## src/rtl/kms_pkg.sv

```systemverilog
// Shared types, constants and the key remapping table of the keypad matrix scanner.
// No dependencies; every other file refers to it by scoped names.
`timescale 1ns / 1ps

package kms_pkg;

  localparam int unsigned ColWidth      = 4;
  localparam int unsigned RowWidth      = 4;
  localparam int unsigned CodeWidth     = 5;
  localparam int unsigned CfgWidth      = 16;
  localparam int unsigned DefCountWidth = 16;
  localparam int unsigned ApbAddrWidth  = 3;
  localparam int unsigned ApbDataWidth  = 32;

  localparam logic [CfgWidth-1:0] DebounceReset = 16'd10;
  localparam logic [CfgWidth-1:0] BeepReset     = 16'd50;

  // Register index, taken from the word address bit of the APB port.
  typedef enum logic {
    RegDebounce = 1'b0,
    RegBeep     = 1'b1
  } reg_idx_e;

  typedef enum logic [1:0] {
    PhScan     = 2'd0,
    PhDebounce = 2'd1,
    PhRelease  = 2'd2
  } phase_e;

  // Raw key (row * 4 + column) to the printed key code.
  function automatic logic [CodeWidth-1:0] key_map(input logic [3:0] raw);
    logic [CodeWidth-1:0] code;
    unique case (raw)
      4'd0:    code = 5'd1;
      4'd1:    code = 5'd2;
      4'd2:    code = 5'd3;
      4'd3:    code = 5'd13;
      4'd4:    code = 5'd4;
      4'd5:    code = 5'd5;
      4'd6:    code = 5'd6;
      4'd7:    code = 5'd14;
      4'd8:    code = 5'd7;
      4'd9:    code = 5'd8;
      4'd10:   code = 5'd9;
      4'd11:   code = 5'd15;
      4'd12:   code = 5'd10;
      4'd13:   code = 5'd0;
      4'd14:   code = 5'd12;
      default: code = 5'd16;
    endcase
    return code;
  endfunction

endpackage

```

## src/rtl/kms_in_if.sv

```systemverilog
// Input channel of the keypad matrix scanner: one word of sampled column levels.
// Depends on kms_pkg.
`timescale 1ns / 1ps

interface kms_in_if;
  logic                         valid;
  logic                         ready;
  logic [kms_pkg::ColWidth-1:0] column_levels;

  modport source (output valid, output column_levels, input ready);
  modport sink   (input valid, input column_levels, output ready);
endinterface

```

## src/rtl/kms_out_if.sv

```systemverilog
// Output channel of the keypad matrix scanner: row drive, key report and buzzer.
// Depends on kms_pkg.
`timescale 1ns / 1ps

interface kms_out_if;
  logic                          valid;
  logic                          ready;
  logic [kms_pkg::RowWidth-1:0]  row_drive;
  logic                          key_valid;
  logic [kms_pkg::CodeWidth-1:0] key_code;
  logic                          buzzer_on;

  modport source (output valid, output row_drive, output key_valid, output key_code,
                  output buzzer_on, input ready);
  modport sink   (input valid, input row_drive, input key_valid, input key_code,
                  input buzzer_on, output ready);
endinterface

```

## src/rtl/keypad_matrix_scanner_unit.sv

```systemverilog
// Keypad matrix scanner top level: scan state machine, counters and APB registers.
// Depends on kms_pkg, kms_in_if and kms_out_if.
`timescale 1ns / 1ps

// Each input word is one scan tick: the four active-low column levels sampled under
// the row reported in that tick's output word. The block takes one word per clock
// cycle and delivers its output word from a result register in the next cycle; it
// accepts a new word whenever that register is empty or being read in the same
// cycle, so one tick per cycle is sustained. The scan state, the debounce counter and
// the buzzer counter update in the cycle a word is accepted. Counters are COUNT_WIDTH
// bits wide and register values above that range saturate. Configuration goes through
// an APB port: debounce_ticks at byte 0, beep_ticks at byte 4; write only when idle.
module keypad_matrix_scanner_unit #(
  parameter int unsigned COUNT_WIDTH = kms_pkg::DefCountWidth
) (
  input  logic                             clk_i,
  input  logic                             rst_ni,
  input  logic                             psel,
  input  logic                             penable,
  input  logic                             pwrite,
  input  logic [kms_pkg::ApbAddrWidth-1:0] paddr,
  input  logic [kms_pkg::ApbDataWidth-1:0] pwdata,
  output logic [kms_pkg::ApbDataWidth-1:0] prdata,
  output logic                             pready,
  kms_in_if.sink                           in_i,
  kms_out_if.source                        out_o
);

  localparam logic [31:0] CountMax = 32'((64'd1 << COUNT_WIDTH) - 64'd1);

  // Configuration registers
  logic [kms_pkg::CfgWidth-1:0] debounce_ticks_q, beep_ticks_q;
  kms_pkg::reg_idx_e            reg_idx;
  logic                         cfg_wr;

  assign reg_idx = kms_pkg::reg_idx_e'(paddr[2]);
  assign cfg_wr  = psel & penable & pwrite;
  assign pready  = 1'b1;

  always_ff @(posedge clk_i or negedge rst_ni) begin
    if (!rst_ni) begin
      debounce_ticks_q <= kms_pkg::DebounceReset;
      beep_ticks_q     <= kms_pkg::BeepReset;
    end else if (cfg_wr) begin
      unique case (reg_idx)
        kms_pkg::RegDebounce: debounce_ticks_q <= pwdata[kms_pkg::CfgWidth-1:0];
        kms_pkg::RegBeep:     beep_ticks_q     <= pwdata[kms_pkg::CfgWidth-1:0];
        default:              ;
      endcase
    end
  end

  always_comb begin
    unique case (reg_idx)
      kms_pkg::RegDebounce: prdata = kms_pkg::ApbDataWidth'(debounce_ticks_q);
      kms_pkg::RegBeep:     prdata = kms_pkg::ApbDataWidth'(beep_ticks_q);
      default:              prdata = '0;
    endcase
  end

  // Register values clipped to the counter range
  logic [31:0]            deb_ext, beep_ext;
  logic [COUNT_WIDTH-1:0] deb_load, beep_load;

  assign deb_ext   = 32'(debounce_ticks_q);
  assign beep_ext  = 32'(beep_ticks_q);
  assign deb_load  = (deb_ext > CountMax) ? CountMax[COUNT_WIDTH-1:0]
                                          : deb_ext[COUNT_WIDTH-1:0];
  assign beep_load = (beep_ext > CountMax) ? CountMax[COUNT_WIDTH-1:0]
                                           : beep_ext[COUNT_WIDTH-1:0];

  // Handshake
  logic out_valid_q, in_fire;

  assign in_i.ready  = !out_valid_q || out_o.ready;
  assign in_fire     = in_i.valid && in_i.ready;

  // Scan state
  kms_pkg::phase_e        phase_q, phase_d;
  logic [1:0]             row_q, row_d;
  logic [1:0]             held_q, held_d;
  logic [COUNT_WIDTH-1:0] deb_cnt_q, deb_cnt_d;
  logic [COUNT_WIDTH-1:0] beep_q, beep_d;

  logic [kms_pkg::ColWidth-1:0] cols;
  logic                         any_low, low_found, held_high, deb_wait;
  logic [1:0]                   low_col;

  assign cols      = in_i.column_levels;
  assign any_low   = (cols != '1);
  assign held_high = cols[held_q];
  assign deb_wait  = (deb_cnt_q > COUNT_WIDTH'(1));

  // Lowest column that reads low
  always_comb begin
    low_found = 1'b1;
    low_col   = 2'd0;
    priority if (!cols[0]) low_col = 2'd0;
    else if (!cols[1])     low_col = 2'd1;
    else if (!cols[2])     low_col = 2'd2;
    else if (!cols[3])     low_col = 2'd3;
    else                   low_found = 1'b0;
  end

  // Next phase
  always_comb begin
    phase_d = phase_q;
    unique case (phase_q)
      kms_pkg::PhDebounce: begin
        if (!deb_wait) phase_d = low_found ? kms_pkg::PhRelease : kms_pkg::PhScan;
      end
      kms_pkg::PhRelease: begin
        if (held_high) phase_d = kms_pkg::PhScan;
      end
      default: begin
        phase_d = any_low ? kms_pkg::PhDebounce : kms_pkg::PhScan;
      end
    endcase
  end

  // Counters, row, held column and the key report
  logic                          key_now;
  logic [kms_pkg::CodeWidth-1:0] code_now;

  always_comb begin
    row_d     = row_q;
    held_d    = held_q;
    deb_cnt_d = deb_cnt_q;
    key_now   = 1'b0;
    beep_d    = (beep_q != '0) ? beep_q - COUNT_WIDTH'(1) : beep_q;
    unique case (phase_q)
      kms_pkg::PhDebounce: begin
        if (deb_wait) begin
          deb_cnt_d = deb_cnt_q - COUNT_WIDTH'(1);
        end else begin
          deb_cnt_d = '0;
          if (low_found) held_d = low_col;
          else           row_d  = row_q + 2'd1;
        end
      end
      kms_pkg::PhRelease: begin
        if (held_high) begin
          key_now = 1'b1;
          beep_d  = beep_load;
          row_d   = row_q + 2'd1;
        end
      end
      default: begin
        if (any_low) deb_cnt_d = deb_load;
        else         row_d     = row_q + 2'd1;
      end
    endcase
    code_now = key_now ? kms_pkg::key_map({row_q, held_q}) : '0;
  end

  always_ff @(posedge clk_i or negedge rst_ni) begin
    if (!rst_ni) begin
      phase_q   <= kms_pkg::PhScan;
      row_q     <= 2'd0;
      held_q    <= 2'd0;
      deb_cnt_q <= '0;
      beep_q    <= '0;
    end else if (in_fire) begin
      phase_q   <= phase_d;
      row_q     <= row_d;
      held_q    <= held_d;
      deb_cnt_q <= deb_cnt_d;
      beep_q    <= beep_d;
    end
  end

  // Result register
  logic [kms_pkg::RowWidth-1:0]  row_drive_q;
  logic                          key_valid_q;
  logic [kms_pkg::CodeWidth-1:0] key_code_q;
  logic                          buzzer_q;

  always_ff @(posedge clk_i or negedge rst_ni) begin
    if (!rst_ni) begin
      out_valid_q <= 1'b0;
    end else if (in_fire) begin
      out_valid_q <= 1'b1;
    end else if (out_o.ready) begin
      out_valid_q <= 1'b0;
    end
  end

  always_ff @(posedge clk_i) begin
    if (in_fire) begin
      row_drive_q <= ~(kms_pkg::RowWidth'(1) << row_q);
      key_valid_q <= key_now;
      key_code_q  <= code_now;
      buzzer_q    <= (beep_q != '0);
    end
  end

  assign out_o.valid     = out_valid_q;
  assign out_o.row_drive = row_drive_q;
  assign out_o.key_valid = key_valid_q;
  assign out_o.key_code  = key_code_q;
  assign out_o.buzzer_on = buzzer_q;

  // A key is only reported from the release phase.
  a_key_from_release: assert property (@(posedge clk_i) disable iff (!rst_ni)
    in_fire && key_now |-> phase_q == kms_pkg::PhRelease)
    else $error("key reported outside the release phase");

  // A reported key reloads the buzzer counter with the clipped beep count.
  a_beep_reload: assert property (@(posedge clk_i) disable iff (!rst_ni)
    in_fire && key_now |=> beep_q == $past(beep_load))
    else $error("buzzer counter not reloaded on a key");

  // Release is entered only once the debounce count has run out.
  a_release_after_debounce: assert property (@(posedge clk_i) disable iff (!rst_ni)
    in_fire && phase_q != kms_pkg::PhRelease && phase_d == kms_pkg::PhRelease
    |-> phase_q == kms_pkg::PhDebounce && !deb_wait)
    else $error("release entered before debounce finished");

  // Exactly one row is driven low in every delivered word, and codes only go with keys.
  a_out_word_shape: assert property (@(posedge clk_i) disable iff (!rst_ni)
    out_valid_q |-> $onehot(~row_drive_q) && (key_valid_q || key_code_q == '0))
    else $error("malformed output word");

endmodule

```

## src/flat_wrapper.sv

```systemverilog
// flat-port wrapper written by rule: the top's interface ports become plain ports
module keypad_matrix_scanner_unit_flat 
#(
  parameter int unsigned COUNT_WIDTH = kms_pkg::DefCountWidth
)
  (clk_i, rst_ni, psel, penable, pwrite, paddr, pwdata, prdata, pready, in_i_valid, in_i_column_levels, in_i_ready, out_o_valid, out_o_row_drive, out_o_key_valid, out_o_key_code, out_o_buzzer_on, out_o_ready);
  kms_in_if in_i_i ();
  kms_out_if out_o_i ();
  input  logic clk_i;
  input  logic rst_ni;
  input  logic psel;
  input  logic penable;
  input  logic pwrite;
  input  logic [kms_pkg::ApbAddrWidth-1:0] paddr;
  input  logic [kms_pkg::ApbDataWidth-1:0] pwdata;
  output logic [kms_pkg::ApbDataWidth-1:0] prdata;
  output logic pready;
  input wire logic [$bits(in_i_i.valid)-1:0] in_i_valid;
  input wire logic [$bits(in_i_i.column_levels)-1:0] in_i_column_levels;
  output wire logic [$bits(in_i_i.ready)-1:0] in_i_ready;
  output wire logic [$bits(out_o_i.valid)-1:0] out_o_valid;
  output wire logic [$bits(out_o_i.row_drive)-1:0] out_o_row_drive;
  output wire logic [$bits(out_o_i.key_valid)-1:0] out_o_key_valid;
  output wire logic [$bits(out_o_i.key_code)-1:0] out_o_key_code;
  output wire logic [$bits(out_o_i.buzzer_on)-1:0] out_o_buzzer_on;
  input wire logic [$bits(out_o_i.ready)-1:0] out_o_ready;
  assign in_i_i.valid = in_i_valid;
  assign in_i_i.column_levels = in_i_column_levels;
  assign in_i_ready = in_i_i.ready;
  assign out_o_valid = out_o_i.valid;
  assign out_o_row_drive = out_o_i.row_drive;
  assign out_o_key_valid = out_o_i.key_valid;
  assign out_o_key_code = out_o_i.key_code;
  assign out_o_buzzer_on = out_o_i.buzzer_on;
  assign out_o_i.ready = out_o_ready;
  keypad_matrix_scanner_unit #(.COUNT_WIDTH(COUNT_WIDTH)) u_core (.clk_i(clk_i), .rst_ni(rst_ni), .psel(psel), .penable(penable), .pwrite(pwrite), .paddr(paddr), .pwdata(pwdata), .prdata(prdata), .pready(pready), .in_i(in_i_i), .out_o(out_o_i));
endmodule
```

## config.mk

```make
export PLATFORM = sky130hd
export DESIGN_NAME = keypad_matrix_scanner_unit_flat
export DESIGN_NICKNAME = d
export VERILOG_FILES = /design/src/rtl/kms_pkg.sv /design/src/rtl/kms_in_if.sv /design/src/rtl/kms_out_if.sv /design/src/rtl/keypad_matrix_scanner_unit.sv /design/src/flat_wrapper.sv
export SDC_FILE = /design/constraint.sdc
export NUM_CORES = 1
export LEC_CHECK = 0
export BUFFER_PORTS_ARGS = -buffer_cell sky130_fd_sc_hd__buf_2
export CORE_ASPECT_RATIO = 1.5
export CORE_MARGIN = 3
export CORE_UTILIZATION = 56
export DETAILED_ROUTE_END_ITERATION = 8
export PLACE_DENSITY = 0.81
export RECOVER_POWER = 50
export SLEW_MARGIN = 20
export SYNTH_ARGS = -nofsm -noshare
export SYNTH_HDL_FRONTEND = slang
export SYNTH_SLANG_ARGS = --single-unit
```

## constraint.sdc

```tcl
create_clock -name clk_i -period 2.7 [get_ports clk_i]
set_input_delay 0.54 -clock clk_i [delete_from_list [all_inputs] [get_ports clk_i]]
set_output_delay 0.54 -clock clk_i [all_outputs]
set_load 0.1 [all_outputs]
```

==> reports/metrics.yaml, run 1 <==
layout:
  multi_input_area_mm2: 0.002410
  fillers: 609
  drive_gt1_share_pct: 29.85
  utilization_pct: 66.72
  seqCellArea_mm2: 0.002115
  fin_cells: 631
  layout.nets: 581
  n_antenna_cell: 0
  syn_to_final_growth_pct: 13.25
drt:
  num_vias: 3981
  drcViolationCount: 0
  firstDrtPassIters: 5
  drt_iter0_markers: 343
  drt-total-wl_mm: 11.77
  via_per_inst: 6.309
  wl_per_cell_um: 18.66
  ant_nets: 0
place:
  place.gp.congestion: 0.9045
  dp.cells: 615
  io_buffers: 56
  hpwl_mm: 8.391
  pre_cts_slack_ns: 0.4232
synthesis:
  syn-mean-instance-area_um2: 10.38
  ys_async_sr_fraction_pct: 86.59
  synth.distinct_cells: 67
  ys.flop_type: "dfrtp_1"
  synth_area_mm2: 0.004806
  seq_area_frac_synth_pct: 43.97
  synth_cells: 463
  synth-edff-count: 11
  yosysWarnings: 0
  ys_ff_latch: 82
power_and_ir_drop:
  leakagePower_uw: 0.002326
  power_density_mw_per_mm2: 990.0
  ir_drop_uv: 714.3
die:
  die_w_um: 81.64
  fp.coreArea_mm2: 0.008158
  die-area_mm2: 0.009753
  rows: 40
  pin_count: 92
  initial_core_util_pct: 58.91
  die_h_um: 119.5
grt:
  grt_overflow: 0
  grt_pass1_vias: 4033
  grt_max_degree: 53
  grt_usage_pct: 25.95
  grt_pass1_wl_mm: 19.37
  antenna_found_initial: 0
sta:
  period_needed_ns: 2.242
  fin_crit_sh_pct: 83.04
  tightest_slew_ns: 1.178
  max_freq_mhz: 446.0
  final_max_slew_viol_count: 0
  setup_ws_ns: 0.4580
  max_slew_margin_pct: 21.47
  rsz0062_at_grt: "false"
  skew_ns: 0.008146
  setup_viol: 0
  hold_viol_final: 0
clocking:
  cts_setup_buffers: 0
  cts-buffers-inserted: 9
  cts_sinks: 82
  clk_root_buffer_cell: "clkbuf_16"
  cts_hold_buf: 0
  ctsResizeCount: 0
  clockBufferDepth: 2
  clk_pin_slew_worst_paths_ns: 0.06
  cts_tree: "done"
  clock_latency_ns: 0.35
  h-tree-depth: 3
status:
  outcome: "finished clean"
setup_path:
  cpPeakStageDelay_ns: 0.38
  cp_slowest_cell: "buf_2"
  ff2ff_setup_slack_ns: 0.47
  critical_path_class: "reg2out"
  required_ns: 2.16
  startpoint_type: "register"
  worstSetupEndpointType: "output port"
  crit_chain: "nor2b_1, clkinvlp_2, buf_2"
  arrival_ns: 1.70
  crit_fanout: 6
job:
  max-cap-violations: 0
worst_hold_path:
  min_path_type: "in2async"
-- state kept, by name, indices dropped and copies added, names as in the netlist --
register	cells
u_core.held_q	2
u_core.out_o.key_valid	1
u_core.out_o.valid	1
u_core.phase_q	2
u_core.out_o.buzzer_on	1
u_core.row_q	2
u_core.out_o.row_drive	4
u_core.deb_cnt_q	16
u_core.out_o.key_code	5
u_core.debounce_ticks_q	16
u_core.beep_ticks_q	16
u_core.beep_q	16
-- critical path: cells and delay by family, from the launching register on --
kind                   cells  cell delay [ns]
buffers and inverters      2             0.72
flip-flops                 1             0.35
AND/OR/NAND/NOR            1             0.29
-- synthesized netlist by cell type, types with 3 or more instances --
cell | number | share of area, %
dfrtp_1 | 66 | 34
mux2_2 | 48 | 11
o21ai_0 | 35 | 3.6
nand2_1 | 30 | 2.3
a21oi_1 | 29 | 3.0
inv_1 | 26 | 2.0
nor2_1 | 22 | 1.7
buf_4 | 19 | 3.0
ha_1 | 14 | 3.6
nor3_1 | 13 | 1.4
edfxtp_1 | 11 | 6.9
a22oi_1 | 10 | 1.6
nand3_1 | 10 | 1.0
clkbuf_1 | 9 | 0.70
nand4_1 | 8 | 1.0
buf_2 | 7 | 0.73
a2bb2oi_1 | 6 | 1.1
mux2i_1 | 6 | 1.2
o22ai_1 | 6 | 0.78
dfstp_2 | 5 | 2.7
nor4_1 | 5 | 0.65
o221ai_1 | 5 | 0.91
a22o_1 | 4 | 0.73
o2111ai_1 | 4 | 0.73
o21a_1 | 4 | 0.62
a221o_1 | 3 | 0.62
a311oi_1 | 3 | 0.55
and3_1 | 3 | 0.39
o31ai_1 | 3 | 0.47
-- cells by family after synthesis --
family	Yosys count	synth area share (%)
XOR/XNOR	2	0.3646
adder cells (fa/ha/maj)	14	3.645
AND/OR/NAND/NOR	115	13.96
flip-flops	82	43.97
other	2	0.1563
AO/OA/AOI/OAI	128	17.89
buffers and inverters	65	7.055
multiplexers	55	12.97
-- metrics by stage --
step / TNS, ns / power, uW / hold WS [ns] / cell area (um2)
after floorplan: -0.1612 / 3686 / 0.2444 / 4867
after global placement: 0 / 4040 / 0.4875 / 5159
after detailed placement: 0 / 4140 / 0.5135 / 5159
after CTS: 0 / 5378 / 0.1669 / 5454
after global routing: 0 / 5647 / 0.4428 / 5443
final: 0 / 5388 / 0.4156 / 5443
-- cell usage in the layout, fill, tap and decap left out, types with 4 or more instances in the layout --
| cell type | synthesis | routed |
|---|---|---|
| a21oi_1 | 29 | 29 |
| a22o_1 | 4 | 4 |
| a22oi_1 | 10 | 10 |
| a2bb2oi_1 | 6 | 6 |
| buf_2 | 7 | 55 |
| buf_4 | 19 | 11 |
| clkbuf_16 | 0 | 9 |
| conb_1 | 2 | 17 |
| dfrtp_1 | 66 | 65 |
| dfstp_2 | 5 | 5 |
| edfxtp_1 | 11 | 11 |
| ha_1 | 14 | 14 |
| inv_1 | 26 | 25 |
| mux2_2 | 48 | 48 |
| mux2i_1 | 6 | 6 |
| nand2_1 | 30 | 30 |
| nand3_1 | 10 | 10 |
| nand4_1 | 8 | 8 |
| nor2_1 | 22 | 22 |
| nor3_1 | 13 | 13 |
| nor4_1 | 5 | 5 |
| o2111ai_1 | 4 | 4 |
| o21a_1 | 4 | 4 |
| o21ai_0 | 35 | 34 |
| o221ai_1 | 5 | 5 |
| o22ai_1 | 6 | 6 |
-- power breakdown --
| part | switching (uW) | leakage (uW) | internal, uW |
|---|---|---|---|
| Combinational | 1440 | 0.00125 | 657 |
| Sequential | 463 | 0.000933 | 1610 |
| Clock | 506 | 0.000145 | 714 |
-- final cells by class --
class	instances	area share [%]
Clock buffer	9	4.138
Timing Repair Buffer	70	7.149
Sequential cell	82	38.85
Inverter	27	1.885
Tap cell	105	2.414
Multi-Input combinational cell	331	44.28
Clock inverter	7	1.287
-- layer usage --
metal / vias up / global-route usage, % / wire, um
li1: 1812 / - / -
met2: 167 / 45.66 / 6326
met5: - / 0 / 0
met1: 1967 / 29.34 / 4270
met3: 35 / 4.992 / 746
met4: 0 / 12.06 / 429
-- path summary, 6_finish.rpt --
path                                            start                    endpoint  depth (start not counted)
max                                u_core.out_o.valid                  in_i_ready                          3
min                                            rst_ni            u_core.held_q[1]                          1
max reg2reg                       u_core.deb_cnt_q[0]        u_core.deb_cnt_q[14]                          8
min reg2reg                u_core.debounce_ticks_q[2]  u_core.debounce_ticks_q[2]                          1
max in group asynchronous                      rst_ni  u_core.debounce_ticks_q[1]                          2
min in group clk_i                          pwdata[8]  u_core.debounce_ticks_q[8]                          2
No activity file was read; power rests on OpenSTA's default activity.
==> inputs of run 2 (changes only) <==
- ABC_AREA: unset -> 1
- PLACE_DENSITY: 0.81 -> 0.8
- clock period: 2.7 -> 2.3 ns (I/O delays scaled with it)
==> run 2 against run 1 <==
  * Register-to-register slack got worse by 0.05 ns
  * Largest power group unchanged
  * Largest cell class unchanged
  * Critical path type is now in2out
  * Sequential cell count did not move
  * First-iteration DRC count fell by 0.87%
  * Design area rose by 6.9%
  * Via count rose by 14%
  * Clock power rose by 23%
  * Die area rose by 3.3%
  * Combinational power rose by 63%
  * Routed wire length rose by 1.9%
  * Clock skew barely moved
==> reports/metrics.yaml, run 2 <==
status:
  outcome: "finished clean"  # unchanged
sta:
  rsz0062_at_grt: "false"  # unchanged
  max_slew_margin_pct: 7.948  # was 21.47%
  skew_ns: 0.008469  # was 0.008146 ns
  final_max_slew_viol_count: 0  # unchanged
  fin_crit_sh_pct: 82.69
  setup_viol: 0  # unchanged
  period_needed_ns: 1.902
  hold_viol_final: 0  # unchanged
  max_freq_mhz: 525.8
  fin_setup_tns_ns: 0  # unchanged
  tightest_slew_ns: 1.381  # was 1.178 ns
  hold-worst-slack_ns: 0.3653  # was 0.4156 ns
setup_path:
  ff2ff_setup_slack_ns: 0.42  # was 0.47 ns
  crit_chain: "buf_2, inv_1, buf_4, o21ai_1, buf_12"  # was nor2b_1, clkinvlp_2, buf_2
  arrival_ns: 1.44  # was 1.70 ns
  cpPeakStageDelay_ns: 0.32  # was 0.38 ns
  required_ns: 1.84  # was 2.16 ns
  startpoint_type: "primary input"  # was register
  worstSetupEndpointType: "output port"  # unchanged
  cp_slowest_cell: "o21ai_1"  # was buf_2
  rr_endpoint: "u_core.deb_cnt_q[3]"  # was u_core.deb_cnt_q[14]
  crit_buf_inv: 4  # was 2
  crit_fanout: 22  # was 6
  crit_start: "paddr[2]"  # was u_core.out_o.valid
  timing.rr.start: "u_core.phase_q[1]"  # was u_core.deb_cnt_q[0]
  critical_path_class: "in2out"  # was reg2out
  reg2regPathDepth: 8  # unchanged
  cpLargestDelayFamily: "buffers and inverters"  # unchanged
die:
  fp.coreArea_mm2: 0.008516  # was 0.008158 mm2
  rows: 41  # was 40
  die_h_um: 121.4  # was 119.5 um
  initial_core_util_pct: 58.42  # was 58.91%
  die-area_mm2: 0.01007  # was 0.009753 mm2
  pin_count: 92  # unchanged
  die_w_um: 82.96  # was 81.64 um
drt:
  dr_wl_met2_mm: 6.479  # was 6.326 mm
  wl_met3_um: 572  # was 746 um
  top_layer_used: "met4"  # unchanged
  via_per_inst: 5.380  # was 6.309
  num_vias: 4557  # was 3,981
  drcViolationCount: 0  # unchanged
  wl_per_cell_um: 14.17  # was 18.66 um
  drt-met1-wl_mm: 4.679  # was 4.270 mm
  drt_iter0_markers: 340  # was 343
  firstDrtPassIters: 5  # unchanged
  drt-total-wl_mm: 12.00  # was 11.77 mm
  ant_nets: 0  # unchanged
layout:
  syn_to_final_growth_pct: 16.93  # was 13.25%
  fillers: 701  # was 609
  layout_commonest_cell: "nand2_1"  # was dfrtp_1
  fin_cells: 847  # was 631
  layout.nets: 795  # was 581
  drive_gt1_share_pct: 15.14  # was 29.85%
  final_cell_mix: "nand2_1 (212), inv_1 (83), dfrtp_1 (65)"  # was dfrtp_1 (65), buf_2 (55), mux2_2 (48)
  n_antenna_cell: 0  # unchanged
clocking:
  clock_latency_ns: 0.34  # was 0.35 ns
  cts_setup_buffers: 0  # unchanged
  ctsResizeCount: 0  # unchanged
  cts_hold_buf: 0  # unchanged
  cts_sinks: 82  # unchanged
  clk_root_buffer_cell: "clkbuf_16"  # unchanged
  clk_pin_slew_worst_paths_ns: 0.06  # about the same
  cts_tree: "done"  # unchanged
  clockBufferDepth: 2  # unchanged
  h-tree-depth: 3  # unchanged
  cts-buffers-inserted: 9  # unchanged
synthesis:
  synth_area_mm2: 0.004975  # was 0.004806 mm2
  ys_ff_latch: 82  # unchanged
  yosysWarnings: 0  # unchanged
  synthTopCellsByArea: "dfrtp_1 (33%), nand2_1 (16%), edfxtp_1 (6.6%)"  # was dfrtp_1 (34%), mux2_2 (11%), edfxtp_1 (6.9%)
  synth_cells: 680  # was 463
  synth.distinct_cells: 37  # was 67
  synth_common_cells: "nand2_1 (212), inv_1 (83), dfrtp_1 (66), nor2_1 (60), o21ai_0 (59)"  # was dfrtp_1 (66), mux2_2 (48), o21ai_0 (35), nand2_1 (30), a21oi_1 (29)
  ys.flop_type: "dfrtp_1"  # unchanged
  syn-mean-instance-area_um2: 7.316  # was 10.38 um2
  synth_top_area_share_pct: 33.20  # was 34.37%
  synth-edff-count: 11  # unchanged
  synth_top_area_cell: "dfrtp_1"  # unchanged
  synth_most_common_cell: "nand2_1"  # was dfrtp_1
  seq_area_frac_synth_pct: 42.48  # was 43.97%
  ys_async_sr_fraction_pct: 86.59  # unchanged
place:
  dp.cells: 831  # was 615
  io_buffers: 56  # unchanged
  hpwl_mm: 8.977  # was 8.391 mm
  place.gp.congestion: 0.9286  # was 0.9045
worst_hold_path:
  min_path_type: "in2reg"  # was in2async
  whs_path_depth: 3
  holdPathEnd: "u_core.beep_ticks_q[5]"
  min-delay-start: "pwdata[5]"
power_and_ir_drop:
  power_density_mw_per_mm2: 1256  # was 990.0 mW/mm2
  leakagePower_uw: 0.002984  # was 0.002326 uW
  ir_drop_uv: 760.7  # was 714.3 uV
job:
  max-cap-violations: 0  # unchanged
grt:
  grt_pass1_vias: 4433  # was 4,033
  grt_pass1_wl_mm: 20.15  # was 19.37 mm
  grt_overflow: 0  # unchanged
  grt_usage_pct: 24.73  # was 25.95%
  grt_max_degree: 33  # was 53
  antenna_found_initial: 0  # unchanged
## run 2: final cells by class
| type | count | area (um2) | area share (%) |
|---|---|---|---|
| clock buffers | 10 | 229.0 | 3.936 |
| multi-input cells | 487 | 2344 | 40.29 |
| inverters | 88 | 332.8 | 5.722 |
| repair buffers | 67 | 581.8 | 10.00 |
| flip-flops and latches | 82 | 2115 | 36.35 |
| clock inverters | 6 | 81.33 | 1.398 |
| well taps | 107 | 133.9 | 2.302 |
## run 2: stage by stage
stage	util (%)	cell area, um2	power (uW)	setup WS (ns)
after floorplan	-	5036	4947	-0.2239
final	68.31	5817	7304	0.3980
after CTS	68.56	5838	7301	0.3975
after global placement	64.91	5528	5606	0.4209
after global routing	68.31	5817	7829	0.2341
after detailed placement	64.91	5528	5754	0.4042
## run 2: report_power, final
group	switching, uW	internal, uW	leakage, uW	total (uW)
logic	2360	1050	0.00186	3410
registers	457	1930	0.000971	2390
clock network	562	943	0.000150	1500
total	3380	3920	0.00298	7300
## run 2: cell families (layout without fill, tap and decap cells)
kind of cell               count (synthesis)  after routing  synth area share [%]
DFF                                       82             82                 42.48
and+or+nand+nor                          331            331                 28.17
AOI/OAI and AO/OA                        115            115                 12.30
buffers and inverters                    126            171                 11.62
other                                      2             17                0.1510
xor gates and xnor gates                  10             10                 1.760
adders and majority gates                 14             14                 3.521
## run 2: worst max-delay path by stage
| stage | cells after the start | to | slack, ns |
|---|---|---|---|
| final | 5 | prdata[6] | 0.40 |
| after global routing | 6 | u_core.debounce_ticks_q[4] | 0.23 |
| after CTS | 5 | prdata[6] | 0.40 |
| after detailed placement | 5 | prdata[6] | 0.40 |
| after global placement | 5 | prdata[6] | 0.42 |
| after floorplan | 3 | prdata[13] | -0.22 |
## run 2: worst min-delay path, cell delays in order
cell,delay (ns)
buf_2,0.09
inv_1,0.06
o21ai_0,0.08
## run 2: layer usage
metal,vias up,GRT usage [%]
li1,2226,-
met5,-,0
met1,2160,28.31
met2,150,45.28
met4,0,10.43
met3,21,4.076
==> inputs of run 3 (changes only) <==
- clock period: 2.3 -> 1.8 ns (I/O delays scaled with it)
==> run 3 against run 2 <==
  * Clock power up 35%
  * Non-clock buffer count increased by 3
  * Count of clock-buffer cells in the layout rose by 3
  * Register-to-register slack got worse by 0.29 ns
  * Combinational power is 33% higher
  * Worst setup slack got worse by 0.31 ns
  * First-iteration DRC count grew 11%
  * Die area did not move
  * Sequential share of layout area decreased by 0.98 points
  * Global-route usage up 0.88 points
  * Design area rose by 2.8%
  * Largest power group unchanged
==> reports/metrics.yaml, run 3 (synthesis gave the netlist of run 2 again) <==
clocking:
  h-tree-depth: 3  # unchanged
  cts_setup_buffers: 0  # unchanged
  cts_tree: "done"  # unchanged
  cts_sinks: 82  # unchanged
  clk_pin_slew_worst_paths_ns: 0.06  # about the same
  clk_root_buffer_cell: "clkbuf_16"  # unchanged
  cts-buffers-inserted: 9  # unchanged
  clock_latency_ns: 0.34  # about the same
  cts_hold_buf: 0  # unchanged
  clockBufferDepth: 2  # unchanged
  ctsResizeCount: 1  # was 0
die:
  initial_core_util_pct: 58.42  # unchanged
  die_h_um: 121.4  # unchanged
  fp.coreArea_mm2: 0.008516  # unchanged
  die-area_mm2: 0.01007  # unchanged
  pin_count: 92  # unchanged
  die_w_um: 82.96  # unchanged
  rows: 41  # unchanged
worst_hold_path:
  min_path_type: "in2reg"  # unchanged
  min-delay-start: "pwdata[1]"  # was pwdata[5]
setup_path:
  crit_fanout: 2  # was 22
  required_ns: 1.44  # was 1.84 ns
  ff2ff_setup_slack_ns: 0.13  # was 0.42 ns
  crit_chain: "inv_1, o21ai_2, buf_12"  # was buf_2, inv_1, buf_4, o21ai_1, buf_12
  worstSetupEndpointType: "output port"  # unchanged
  arrival_ns: 1.35  # was 1.44 ns
  cpPeakStageDelay_ns: 0.54  # was 0.32 ns
  cp_slowest_cell: "dfstp_2"  # was o21ai_1
  startpoint_type: "register"  # was primary input
  critical_path_class: "reg2out"  # was in2out
  timing.rr.start: "u_core.deb_cnt_q[1]"  # was u_core.phase_q[1]
  crit_start: "u_core.beep_ticks_q[5]"  # was paddr[2]
sta:
  final_max_slew_viol_count: 0  # unchanged
  hold-worst-slack_ns: 0.2875  # was 0.3653 ns
  tightest_slew_ns: 1.016  # was 1.381 ns
  max_slew_margin_pct: 32.30  # was 7.948%
  max_freq_mhz: 585.8
  setup_viol: 0  # unchanged
  period_needed_ns: 1.707
  hold_viol_final: 0  # unchanged
  rsz0062_at_grt: "false"  # unchanged
  skew_ns: 0.009136  # was 0.008469 ns
  fin_crit_sh_pct: 94.84
  fin_setup_tns_ns: 0  # unchanged
layout:
  drive_gt1_share_pct: 18.30  # was 15.14%
  layout_commonest_cell: "nand2_1"  # unchanged
  fillers: 678  # was 701
  utilization_pct: 70.20  # was 68.31%
  stdcell_area_mm2: 0.005978  # was 0.005817 mm2
  final_cell_mix: "nand2_1 (208), inv_1 (83), dfrtp_1 (65)"  # was nand2_1 (212), inv_1 (83), dfrtp_1 (65)
  layout.nets: 798  # was 795
  syn_to_final_growth_pct: 20.17  # was 16.93%
  n_antenna_cell: 0  # unchanged
status:
  outcome: "finished clean"  # unchanged
place:
  hpwl_mm: 8.776  # was 8.977 mm
  place_area_mm2: 0.005662  # was 0.005528 mm2
  place.gp.congestion: 0.9124  # was 0.9286
  io_buffers: 56  # unchanged
drt:
  num_vias: 4655  # was 4,557
  drt-total-wl_mm: 12.76  # was 12.00 mm
  ant_nets: 0  # unchanged
  wl_per_cell_um: 15.02  # was 14.17 um
  drt_iter0_markers: 379  # was 340
  firstDrtPassIters: 5  # unchanged
  drcViolationCount: 0  # unchanged
  via_per_inst: 5.476  # was 5.380
grt:
  grt_usage_pct: 25.61  # was 24.73%
  antenna_found_initial: 0  # unchanged
  grt_max_degree: 72  # was 33
  grt_overflow: 0  # unchanged
  grt_pass1_wl_mm: 21.07  # was 20.15 mm
  grt_pass1_vias: 4459  # was 4,433
power_and_ir_drop:
  ir_drop_uv: 800.5  # was 760.7 uV
  power_density_mw_per_mm2: 1612  # was 1256 mW/mm2
  leakagePower_uw: 0.003067  # was 0.002984 uW
  power_uw: 9636  # was 7304 uW
job:
  max-cap-violations: 0  # unchanged
run 3: worst max-delay path: cells and delay by family, from the launching register on:
kind / cells / cell delay (ns)
flops: 1 / 0.54
buf+inv: 2 / 0.28
compound gates: 1 / 0.20
run 3: layout make-up:
cell class                 count  area (um2)  share of cell area, %
clock inverter                 3       42.54                 0.7116
inverter                      88       332.8                  5.567
sequential                    82        2115                  35.37
multi-input combinational    487        2425                  40.56
tap                          107       133.9                  2.239
timing repair buffer          70       638.1                  10.67
clock buffer                  13       291.5                  4.877
run 3: final timing paths:
| check | end | cells after the start |
|---|---|---|
| max in group asynchronous | u_core.out_o.valid | 2 |
| min reg2reg | u_core.beep_ticks_q[9] | 2 |
| max reg2reg | u_core.row_q[0] | 10 |
| min | u_core.beep_ticks_q[1] | 3 |
| min in group asynchronous | u_core.beep_q[1] | 2 |
| max | prdata[5] | 3 |
run 3: through the flow:
| stage | instances | setup slack [ns] |
|---|---|---|
| 6_report | 850 | 0.09292 |
| 5_1_grt | 850 | 0.003999 |
| 4_1_cts | 850 | 0.08421 |
| 3_5_place_dp | 834 | 0.06414 |
| 3_3_place_gp | 834 | 0.1095 |
| 2_1_floorplan | 695 | -0.04508 |
run 3: layer usage:
layer	vias up	wire length (um)	global-route usage [%]
li1	2228	-	-
met3	24	678	4.348
met5	-	0	0
met2	193	6805	46.99
met4	0	229	7.975
met1	2210	5049	30.35
run 3: report_power, final:
group / leakage (uW) / internal [uW] / switching [uW] / total (uW)
Sequential: 0.000971 / 2470 / 583 / 3050
Clock: 0.000163 / 1270 / 763 / 2030
Combinational: 0.00193 / 1430 / 3120 / 4550
Total: 0.00307 / 5170 / 4470 / 9640
